`src/rtl/aoc_pkg.sv`:
```
// ----------------------------------------------------------------------------
// AABB/OBB collision package
// Shared codes and constants of the separating-axis collision core.
// ----------------------------------------------------------------------------
package aoc_pkg;

  typedef enum logic [1:0] {
    REG_BOX_MIN_X = 2'd0,
    REG_BOX_MIN_Y = 2'd1,
    REG_BOX_MAX_X = 2'd2,
    REG_BOX_MAX_Y = 2'd3
  } reg_idx_e;

  typedef enum logic [2:0] {
    SLOT_BOX_POS = 3'd0,
    SLOT_OBB_POS = 3'd1,
    SLOT_CORNER0 = 3'd2,
    SLOT_CORNER1 = 3'd3,
    SLOT_CORNER2 = 3'd4,
    SLOT_CORNER3 = 3'd5,
    SLOT_AXIS0   = 3'd6,
    SLOT_AXIS1   = 3'd7
  } slot_e;

  localparam int unsigned SLOT_WIDTH = 3;
  localparam int unsigned PEN_WIDTH  = 31;

endpackage

```
`src/rtl/aoc_queue.sv`:
```
// ----------------------------------------------------------------------------
// AABB/OBB collision job queue
// One-entry buffer that holds a captured test between front and back end.
// ----------------------------------------------------------------------------
module aoc_queue #(
  parameter int DATA_WIDTH = 512
) (
  input  logic                  clk_i,
  input  logic                  rst_ni,
  input  logic                  push_i,
  input  logic [DATA_WIDTH-1:0] data_i,
  input  logic                  pop_i,
  output logic                  full_o,
  output logic [DATA_WIDTH-1:0] data_o
);
  import aoc_pkg::*;

  logic                  full_q;
  logic [DATA_WIDTH-1:0] data_q;

  always_ff @(posedge clk_i or negedge rst_ni) begin
    if (!rst_ni) begin
      full_q <= 1'b0;
    end else if (push_i) begin
      full_q <= 1'b1;
    end else if (pop_i) begin
      full_q <= 1'b0;
    end
  end

  always_ff @(posedge clk_i) begin
    if (push_i) begin
      data_q <= data_i;
    end
  end

  assign full_o = full_q;
  assign data_o = data_q;

endmodule

```
`config.mk`:
```
export PLATFORM = sky130hd
export DESIGN_NAME = aoc_queue
export DESIGN_NICKNAME = d
export VERILOG_FILES = /design/src/rtl/aoc_pkg.sv /design/src/rtl/aoc_queue.sv
export SDC_FILE = /design/constraint.sdc
export NUM_CORES = 1
export LEC_CHECK = 0
export BUFFER_PORTS_ARGS = -buffer_cell sky130_fd_sc_hd__buf_2
export CORE_AREA = 5 5 399 401
export DETAILED_ROUTE_END_ITERATION = 12
export DIE_AREA = 0 0 404 406
export PLACE_DENSITY = 0.31
export SETUP_SLACK_MARGIN = 0.02
export SYNTH_ARGS = -nofsm -noshare
export SYNTH_HDL_FRONTEND = slang
export SYNTH_SLANG_ARGS = --single-unit
export TNS_END_PERCENT = 30
```
`constraint.sdc`:
```
create_clock -name clk_i -period 0.8 [get_ports clk_i]
set_input_delay 0.2 -clock clk_i [delete_from_list [all_inputs] [get_ports clk_i]]
set_output_delay 0.2 -clock clk_i [all_outputs]
set_load 0.02 [all_outputs]
```
==> reports/metrics.yaml <==
status:
  outcome: "finished with violations"
  violations: "setup timing"
synthesis:
  synth_largest_type_area_fraction_pct: 99.8
  synth_area_leaders: "sky130_fd_sc_hd__edfxtp_1 100%, sky130_fd_sc_hd__dfrtp_1 0.16%, sky130_fd_sc_hd__a21o_1 0.049%, sky130_fd_sc_hd__inv_1 0.024%"
  synth.ff_latch_count: 513
  synthFlopType: "sky130_fd_sc_hd__edfxtp_1"
  post_synth_instance_area_um2: 15400
  number_of_flops_mapped_to_enable_cells_by_yosys: 512
  synthesis.instances: 515
  synth_sequential_area_ratio_pct: 99.9
  post-synth-top-count-cell: "sky130_fd_sc_hd__edfxtp_1"
  synth.net_count: 1031
  syn-mean-instance-area_um2: 29.9
  synth_top_cells_by_count: "512 x sky130_fd_sc_hd__edfxtp_1, 1 x sky130_fd_sc_hd__a21o_1, 1 x sky130_fd_sc_hd__dfrtp_1, 1 x sky130_fd_sc_hd__inv_1"
  ys_async_sr_fraction_pct: 0.195
  synth_area_leader_cell: "sky130_fd_sc_hd__edfxtp_1"
  synthesis.yosys.warnings: 0
  synth.distinct_cells: 4
worst_setup_path:
  cp-startpoint: "data_o[213]$_DFFE_PP_"
  critical_path.reg2reg.startpoint: "full_o$_DFFE_PN0P_"
  worst-path-max-fanout: 1
  critical_path_start_end_classification: "flip-flop to output pin"
  endpoint_kind: "output pin"
  crit_required_ns: 0.60
  critPathMaxStageDelay_ns: 0.51
  crit_chain: "buf_6"
  critPathTopFamily: "flip-flops"
  critical-path-slowest-cell: "sky130_fd_sc_hd__edfxtp_1"
  crit_buf_inv: 1
  critPathArrivalTime_ns: 1.33
  worst_setup_sp_type: "flip-flop"
power:
  power.density_cell_area_nw_per_um2: 2270
  total_power_mw: 73.8
  leakagePower_nw: 13.0
  peakVddDrop_uv: 1430
grt:
  grt_max_degree: 47
  first_global_vias: 13700
  grt_pass1_wl_mm: 111
  global_route.overflow_total: 0
  grt_antenna_before_repair: 48
  groute.usage.overall_pct: 9.83
die:
  top_level_ports: 1029
  floorplan.initialDensity_pct: 9.92
  floorplan.core_area_um2: 155000
  die_x_um: 404
  floorplan.rows: 145
  floorplan.die.height_um: 406
  die_area_um2: 164000
route:
  post_drt_wl_per_cell_um: 20.2
  postRouteAntennaNets: 0
  drt_first_pass_iters: 4
  first_iter_violations: 575
  finalWirelength_mm: 86.6
  via_count: 12100
  drc: 0
  avgViaCountPerCell: 2.83
sta:
  period_utilization_post_route_pct: 192
  layout_min_cycle_time_ns: 1.53
  clock.fmax_mhz: 652
  maxSlewHeadroom_pct: 79.0
  worst_clock_skew_ns: 0
  finalHoldViolCount: 0
  setup_viol_count_final: 514
  layout_setup_ws_ns: -0.734
  tightestPinTransition_ns: 0.314
  totalNegativeSetupSlack_ns: -299.42
  rsz0062_at_grt: "true"
  final_max_slew_viol_count: 0
final_layout:
  design.final.nets: 2670
  areaGrowthSynthToFinish_pct: 111
  final_design_area_no_fill_um2: 32500
  final.fill_count: 16600
  share_of_cells_above_drive_strength_1_pct: 52.6
placement:
  placedInstanceArea_um2: 23600
  io_buffer_count: 1028
  globalplace.congestion: 0.908
  post-dp-hpwl_mm: 70.6
clock_tree:
  cts_stage_hold_buffer_count: 516
  numCtsBuffers: 61
  htreeDepth: 2
  clk_transition_reported_paths_ns: 0.06
  cts-root-buf: "sky130_fd_sc_hd__clkbuf_16"
  cts_sinks: 513
  cts_buffer_depth: 3
  clk_latency_ns: 0.64
  cts_tree: "yes"
flow_run:
  max_cap_viol_count: 0
min_path:
  holdCritStartpoint: "push_i"
  worstHoldPathType: "primary input to flip-flop"
## final timing paths
path | end | slack [ns] | depth (start not counted)
max in group asynchronous | full_o$_DFFE_PN0P_ | 0.28 | 3
min in group asynchronous | full_o$_DFFE_PN0P_ | 0.42 | 3
worst max register to register | full_o$_DFFE_PN0P_ | -0.02 | 2
worst min-delay path | data_o[38]$_DFFE_PP_ | 0.02 | 2
worst min register to register | full_o$_DFFE_PN0P_ | 0.65 | 2
worst max-delay path | data_o[213] | -0.73 | 1
## layout by cell type, fill, tap and decap left out
| cell type | instances |
|---|---|
| sky130_fd_sc_hd__inv_8 | 1 |
| sky130_fd_sc_hd__buf_2 | 767 |
| sky130_fd_sc_hd__buf_8 | 1 |
| sky130_fd_sc_hd__clkbuf_4 | 1 |
| sky130_fd_sc_hd__buf_12 | 12 |
| sky130_fd_sc_hd__a21o_1 | 1 |
| sky130_fd_sc_hd__clkbuf_16 | 63 |
| sky130_fd_sc_hd__buf_6 | 257 |
| sky130_fd_sc_hd__clkinvlp_4 | 6 |
| sky130_fd_sc_hd__dlymetal6s4s_1 | 1 |
| sky130_fd_sc_hd__inv_1 | 1 |
| sky130_fd_sc_hd__clkinv_4 | 2 |
| sky130_fd_sc_hd__dlygate4sd3_1 | 515 |
| sky130_fd_sc_hd__clkinv_1 | 7 |
| sky130_fd_sc_hd__clkinv_2 | 14 |
| sky130_fd_sc_hd__inv_6 | 3 |
| sky130_fd_sc_hd__dfrtp_1 | 1 |
| sky130_fd_sc_hd__bufinv_16 | 11 |
| sky130_fd_sc_hd__edfxtp_1 | 512 |
| sky130_fd_sc_hd__diode_2 | 24 |
| sky130_fd_sc_hd__clkbuf_1 | 8 |
| sky130_fd_sc_hd__buf_4 | 22 |
## report_power, final
part / total [mW] / switching [mW] / leakage [nW] / internal [mW]
logic: 11.1 / 5.84 / 6.98 / 5.23
clock network: 29.8 / 11.8 / 1.04 / 17.9
registers: 33.0 / 0.956 / 5.02 / 32.0
total: 73.8 / 18.6 / 13.0 / 55.1
## cell type report
cell class / instances / area [um2] / area share [%]
Sequential cell: 513 / 15400 / 47.4
Timing Repair Buffer: 1576 / 12300 / 37.9
Tap cell: 2058 / 2570 / 7.92
Clock buffer: 71 / 1610 / 4.94
Clock inverter: 44 / 527 / 1.62
Antenna cell: 24 / 60.1 / 0.185
Multi-Input combinational cell: 1 / 7.51 / 0.0231
Inverter: 1 / 3.75 / 0.0115
## repair_timing
item / in CTS / in global routing
endpoints found under the setup margin: 513 / 514
gates resized for setup: 430 / 89
buffers inserted: 0 / 1
hold endpoints to repair: 522 / 7
## logic make-up after synthesis
logic type             synth area share (%)
AOI/OAI and AO/OA                    0.0487
buffers and inverters                0.0243
DFF                                    99.9
## flip-flops by register name, indices dropped and copies added, names as in the netlist
signal  count
data_o    512
full_o      1
## layer usage
layer / wire (um) / up-vias / GRT usage, %
met5: 131 / - / 0
met4: 2600 / 20 / 3.19
met3: 8200 / 134 / 3.74
met2: 43800 / 618 / 17.4
met1: 31800 / 5906 / 10.9
li1: - / 5450 / -
## per-stage QoR
| step | util (%) | hold WS, ns | setup slack (ns) | instances |
|---|---|---|---|---|
| finish | 20.9 | 0.0181 | -0.734 | 4288 |
| detailed placement | 15.2 | -0.0212 | -0.481 | 3634 |
| global placement | 15.2 | -0.0213 | -0.473 | 3634 |
| floorplan | - | -0.0956 | 0.0605 | 515 |
| global route | 20.9 | -0.0283 | -0.794 | 4273 |
| CTS | 20.7 | -0.0376 | -0.798 | 4263 |
Note: power is estimated with default switching activity, not from simulation.
