`src/rtl/aoc_pkg.sv`:
```
// ----------------------------------------------------------------------------
// AABB/OBB collision package
// Shared codes and constants of the separating-axis collision core.
// ----------------------------------------------------------------------------
package aoc_pkg;

  typedef enum logic [1:0] {
    REG_BOX_MIN_X = 2'd0,
    REG_BOX_MIN_Y = 2'd1,
    REG_BOX_MAX_X = 2'd2,
    REG_BOX_MAX_Y = 2'd3
  } reg_idx_e;

  typedef enum logic [2:0] {
    SLOT_BOX_POS = 3'd0,
    SLOT_OBB_POS = 3'd1,
    SLOT_CORNER0 = 3'd2,
    SLOT_CORNER1 = 3'd3,
    SLOT_CORNER2 = 3'd4,
    SLOT_CORNER3 = 3'd5,
    SLOT_AXIS0   = 3'd6,
    SLOT_AXIS1   = 3'd7
  } slot_e;

  localparam int unsigned SLOT_WIDTH = 3;
  localparam int unsigned PEN_WIDTH  = 31;

endpackage

```
`src/rtl/aoc_front.sv`:
```
// ----------------------------------------------------------------------------
// AABB/OBB collision front end
// Holds the configuration and the load slots, and forms the job word of a test.
// ----------------------------------------------------------------------------
module aoc_front #(
  parameter int COORD_WIDTH = 32,
  parameter int FRAC_BITS   = 16,
  parameter int JOB_WIDTH   = 16 * COORD_WIDTH + 4 * (FRAC_BITS + 2)
) (
  input  logic                                 clk_i,
  input  logic                                 rst_ni,
  input  logic                                 fire_i,
  input  aoc_pkg::slot_e                       slot_i,
  input  logic signed [COORD_WIDTH-1:0]        vec_x_i,
  input  logic signed [COORD_WIDTH-1:0]        vec_y_i,
  input  logic                                 cfg_we_i,
  input  aoc_pkg::reg_idx_e                    cfg_idx_i,
  input  logic signed [COORD_WIDTH-1:0]        cfg_data_i,
  output logic [JOB_WIDTH-1:0]                 job_o
);
  import aoc_pkg::*;

  localparam int AW = FRAC_BITS + 2;
  localparam int CW = ((COORD_WIDTH > AW) ? COORD_WIDTH : AW) + 1;
  localparam logic signed [CW-1:0] ONE_C  = $signed(CW'(1) << FRAC_BITS);
  localparam logic signed [CW-1:0] MONE_C = -ONE_C;

  logic signed [COORD_WIDTH-1:0] bminx_q, bminy_q, bmaxx_q, bmaxy_q;
  logic signed [COORD_WIDTH-1:0] bpx_q, bpy_q, opx_q, opy_q;
  logic signed [COORD_WIDTH-1:0] bpx_d, bpy_d, opx_d, opy_d;
  logic signed [COORD_WIDTH-1:0] cx_q [4];
  logic signed [COORD_WIDTH-1:0] cy_q [4];
  logic signed [COORD_WIDTH-1:0] cx_d [4];
  logic signed [COORD_WIDTH-1:0] cy_d [4];
  logic signed [AW-1:0]          ax_q [2];
  logic signed [AW-1:0]          ay_q [2];
  logic signed [AW-1:0]          ax_d [2];
  logic signed [AW-1:0]          ay_d [2];
  logic signed [CW-1:0]          ext_x, ext_y;
  logic signed [AW-1:0]          clx, cly;
  logic [1:0]                    c_idx;

  always_ff @(posedge clk_i or negedge rst_ni) begin
    if (!rst_ni) begin
      bminx_q <= '0;
      bminy_q <= '0;
      bmaxx_q <= '0;
      bmaxy_q <= '0;
    end else if (cfg_we_i) begin
      case (cfg_idx_i)
        REG_BOX_MIN_X: bminx_q <= cfg_data_i;
        REG_BOX_MIN_Y: bminy_q <= cfg_data_i;
        REG_BOX_MAX_X: bmaxx_q <= cfg_data_i;
        REG_BOX_MAX_Y: bmaxy_q <= cfg_data_i;
        default: ;
      endcase
    end
  end

  always_comb begin
    ext_x = CW'(vec_x_i);
    ext_y = CW'(vec_y_i);
    if (ext_x > ONE_C) begin
      clx = AW'(ONE_C);
    end else if (ext_x < MONE_C) begin
      clx = AW'(MONE_C);
    end else begin
      clx = AW'(ext_x);
    end
    if (ext_y > ONE_C) begin
      cly = AW'(ONE_C);
    end else if (ext_y < MONE_C) begin
      cly = AW'(MONE_C);
    end else begin
      cly = AW'(ext_y);
    end
  end

  assign c_idx = 2'(slot_i - SLOT_CORNER0);

  always_comb begin
    bpx_d = bpx_q;
    bpy_d = bpy_q;
    opx_d = opx_q;
    opy_d = opy_q;
    cx_d  = cx_q;
    cy_d  = cy_q;
    ax_d  = ax_q;
    ay_d  = ay_q;
    if (fire_i) begin
      case (slot_i) inside
        SLOT_BOX_POS: begin
          bpx_d = vec_x_i;
          bpy_d = vec_y_i;
        end
        SLOT_OBB_POS: begin
          opx_d = vec_x_i;
          opy_d = vec_y_i;
        end
        [SLOT_CORNER0:SLOT_CORNER3]: begin
          cx_d[c_idx] = vec_x_i;
          cy_d[c_idx] = vec_y_i;
        end
        default: begin
          ax_d[slot_i[0]] = clx;
          ay_d[slot_i[0]] = cly;
        end
      endcase
    end
  end

  always_ff @(posedge clk_i) begin
    bpx_q <= bpx_d;
    bpy_q <= bpy_d;
    opx_q <= opx_d;
    opy_q <= opy_d;
    cx_q  <= cx_d;
    cy_q  <= cy_d;
    ax_q  <= ax_d;
    ay_q  <= ay_d;
  end

  assign job_o = {bminx_q, bminy_q, bmaxx_q, bmaxy_q, bpx_d, bpy_d, opx_d, opy_d,
                  cx_d[0], cy_d[0], cx_d[1], cy_d[1], cx_d[2], cy_d[2],
                  cx_d[3], cy_d[3], ax_d[0], ay_d[0], ax_d[1], ay_d[1]};

endmodule

```
`config.mk`:
```
export PLATFORM = sky130hd
export DESIGN_NAME = aoc_front
export DESIGN_NICKNAME = d
export VERILOG_FILES = /design/src/rtl/aoc_pkg.sv /design/src/rtl/aoc_front.sv
export SDC_FILE = /design/constraint.sdc
export NUM_CORES = 1
export LEC_CHECK = 0
export BUFFER_PORTS_ARGS = -buffer_cell sky130_fd_sc_hd__buf_2
export CAP_MARGIN = 30
export CELL_PAD_IN_SITES_DETAIL_PLACEMENT = 0
export CELL_PAD_IN_SITES_GLOBAL_PLACEMENT = 2
export CORE_AREA = 2 2 269 271
export CTS_CLUSTER_DIAMETER = 150
export CTS_CLUSTER_SIZE = 40
export DETAILED_ROUTE_END_ITERATION = 7
export DIE_AREA = 0 0 271 273
export PLACE_DENSITY_LB_ADDON = 0.15
export SLEW_MARGIN = 10
export SYNTH_ARGS = -nofsm -noshare
export SYNTH_HDL_FRONTEND = slang
export SYNTH_SLANG_ARGS = --single-unit
```
`constraint.sdc`:
```
create_clock -name clk_i -period 1.7 [get_ports clk_i]
set_clock_uncertainty 0.15 [all_clocks]
set_input_delay 0.085 -clock clk_i [delete_from_list [all_inputs] [get_ports clk_i]]
set_output_delay 0.085 -clock clk_i [all_outputs]
set_load 0.02 [all_outputs]
```
==> results.cfg <==
[run_status]
status = finished, violations left
failed_checks = negative hold slack, negative setup slack

[die]
die_h_um = 273
pin_count = 689
initial_utilization = 0.282
coreArea_um2 = 71000
die_w_um = 271
num_rows = 98
die_area_um2 = 74000

[yosys]
avgSynthCellArea_um2 = 13.6
ys.warnings.count = 0
yosysTopAreaCellShare = 0.456
synth-edff-count = 0
yosys-top-cells-count = mux2_2, dfxtp_1, nand2_1
synthFlopType = dfxtp_1
synth_seq_area_share = 0.616
synth_seq_cells = 584
synthArstFlopShare = 0.219
yosysTopAreaCell = dfxtp_1
netlist_top_cells_area = dfxtp_1, mux2_2, dfrtp_1
synth_cell_types = 25
syn-num-nets = 1575
syn_inst = 1470
syn_area_um2 = 20000
yosysMostFrequentCell = mux2_2

[worst_setup_path]
crit_path_start_kind = input pin
worstPathRequired_ps = 1460
cp-end-kind = output pin
worst_r2r_path_depth = 2
crit_path_max_fanout = 7
worstPathArrival_ps = 2030
regToRegSetupSlack_ps = 240
path_class = in2out
timing.rr.start = bmaxy_q[16]
r2r_end = bmaxy_q[16]

[clock_tree]
cts_sinks = 584
numCtsBuffers = 18
cts_tree = done
clk_path_buf_depth = 3
clock_latency_ps = 590
clk_pin_slew_ps = 150
cts-root-buf = clkbuf_16
htreeDepth = 1

[detailed_routing]
firstDrtPassIters = 4
via_count = 15000
drc = 0
ant_nets = 0
drtIter0Drc = 618
postRouteWirelength_um = 81000
wl_per_cell_um = 24.1
viasPerCell = 4.47

[final_layout]
nets = 2506
syn_to_final_growth_pct = 60.0
fin_util = 0.452
drive_gt1_frac = 0.633

[place]
hpwl_um = 59200
port_buffers = 688
place_worst_setup_slack_ps = -890
gp_congestion = 0.829

[grt]
grt_pass1_vias = 15900
antenna_found_initial = 8
grtUsageTotal = 0.210
grt_pass1_wl_um = 115000
overflow = 0
grt_max_degree = 81

[timing]
slew_headroom = 0.613
fin_ws_ps = -568
whs_ps = -9.37
grt_setup_unrepaired = true
finalHoldViolCount = 2
timing.fmax_ghz = 0.441
post-route-period-util = 1.33
drv_slew = 0
setup_viol = 177
worst_slew_pin_slew_ps = 578
min_period_ps = 2270

[hold_path]
min_path_type = in2reg
min_from = vec_x_i[26]
worstHoldPathCells = 3
whs_endpoint = bpx_q[26]

[power]
power_density_nw_per_um2 = 1180
peakVddDrop_v = 0.00105
leakage_nw = 14.2

[job]
cap_violations = 0
==> critical path, stage by stage <==
cell     delay (ps)
buf_2           140
nor4_4          280
buf_4           140
nand4_1         310
a32o_4          520
buf_12          200
o21ai_4         180
buf_6           140
==> per-stage QoR <==
stage / cell area [um^2] / TNS [ps] / std cells / total power, mW
floorplan: 20500 / -775 / 1470 / 24.0
CTS: 31500 / -50040 / 3357 / 37.6
finish: 32100 / -34930 / 3358 / 37.8
global route: 32100 / -44560 / 3358 / 39.4
global placement: 26500 / -133800 / 3164 / 28.8
detailed placement: 26500 / -141910 / 3164 / 28.9
==> where the power goes <==
part	leakage [nW]	internal, mW	total (mW)	switching, mW
sequential	5.33	16.4	17.2	0.774
clock	0.247	2.11	6.47	4.36
combinational	8.59	6.45	14.2	7.71
==> what timing repair did <==
item	4_1_cts	5_1_grt
hold endpoints to repair	709	74
pin swaps	30	22
cloned	17	4
hold buffers	118	14
setup endpoints to repair	288	373
setup buffers	39	18
gates resized for setup	722	247
==> metal layers <==
metal  GRT usage  wire length, um  up-vias
met5           0               65        -
met2       0.368            40100      439
met4      0.0449             1910       10
li1            -                -     6900
met1       0.251            32700     7579
met3      0.0652             6270       82
==> layout by cell type (no fill, tap or decap), types with 3 or more instances in the layout <==
cell            synthesis  layout
buf_8                   0      14
nand4_1                13      13
o21ai_4                 0      63
buf_6                   6     296
mux2_2                508     314
o21ai_2                60       3
clkbuf_1               32       5
dfrtp_1               128     128
buf_2                  40     385
nor4_4                  0       9
clkbuf_4                0       6
nor4_1                 14       3
clkbuf_16               0      23
buf_16                  0      10
buf_4                   1     120
nor2_4                  0       4
nand2_1               142     141
mux2_4                  0     194
dfxtp_1               456     456
o21ai_1                 0       8
nor3_4                  0       3
dlymetal6s4s_1          0      12
dlygate4sd3_1           0     108
buf_12                  0      65
==> how the worst max path moves through the flow <==
| stage | to | slack (ps) | startpoint | cells past startpoint |
|---|---|---|---|---|
| final | job_o[36] | -570 | vec_y_i[12] | 8 |
| after global routing | job_o[36] | -580 | vec_y_i[2] | 8 |
| after CTS | job_o[36] | -580 | vec_y_i[13] | 8 |
| after detailed placement | job_o[36] | -890 | vec_y_i[15] | 8 |
| after global placement | job_o[36] | -880 | vec_y_i[4] | 8 |
| after floorplan | ax_q[34] | -180 | slot_i[1] | 6 |
==> cells by family after synthesis <==
logic type	count (synthesis)	synth area share
muxes	508	0.286
and+or+nand+nor	189	0.0417
AOI/OAI and AO/OA	78	0.0314
DFF	584	0.616
buffers and inverters	111	0.0257
==> sequential cells by signal, summed over array words and instances, names as in the netlist <==
register	cells
bmaxx_q	32
bmaxy_q	32
cy_q	128
opx_q	32
bpy_q	32
ax_q	36
bpx_q	32
bminx_q	32
bminy_q	32
cx_q	128
opy_q	32
ay_q	36
==> cell type report <==
class / count / area, um^2
antenna: 2 / 5.00
fill: 6662 / 38900
sequential: 584 / 12300
inverter: 2 / 7.51
multi-input combinational: 775 / 8690
timing repair buffer: 1020 / 9320
clock inverter: 1 / 16.3
tap: 950 / 1190
clock buffer: 24 / 494
Note: power is estimated with default switching activity, not from simulation.
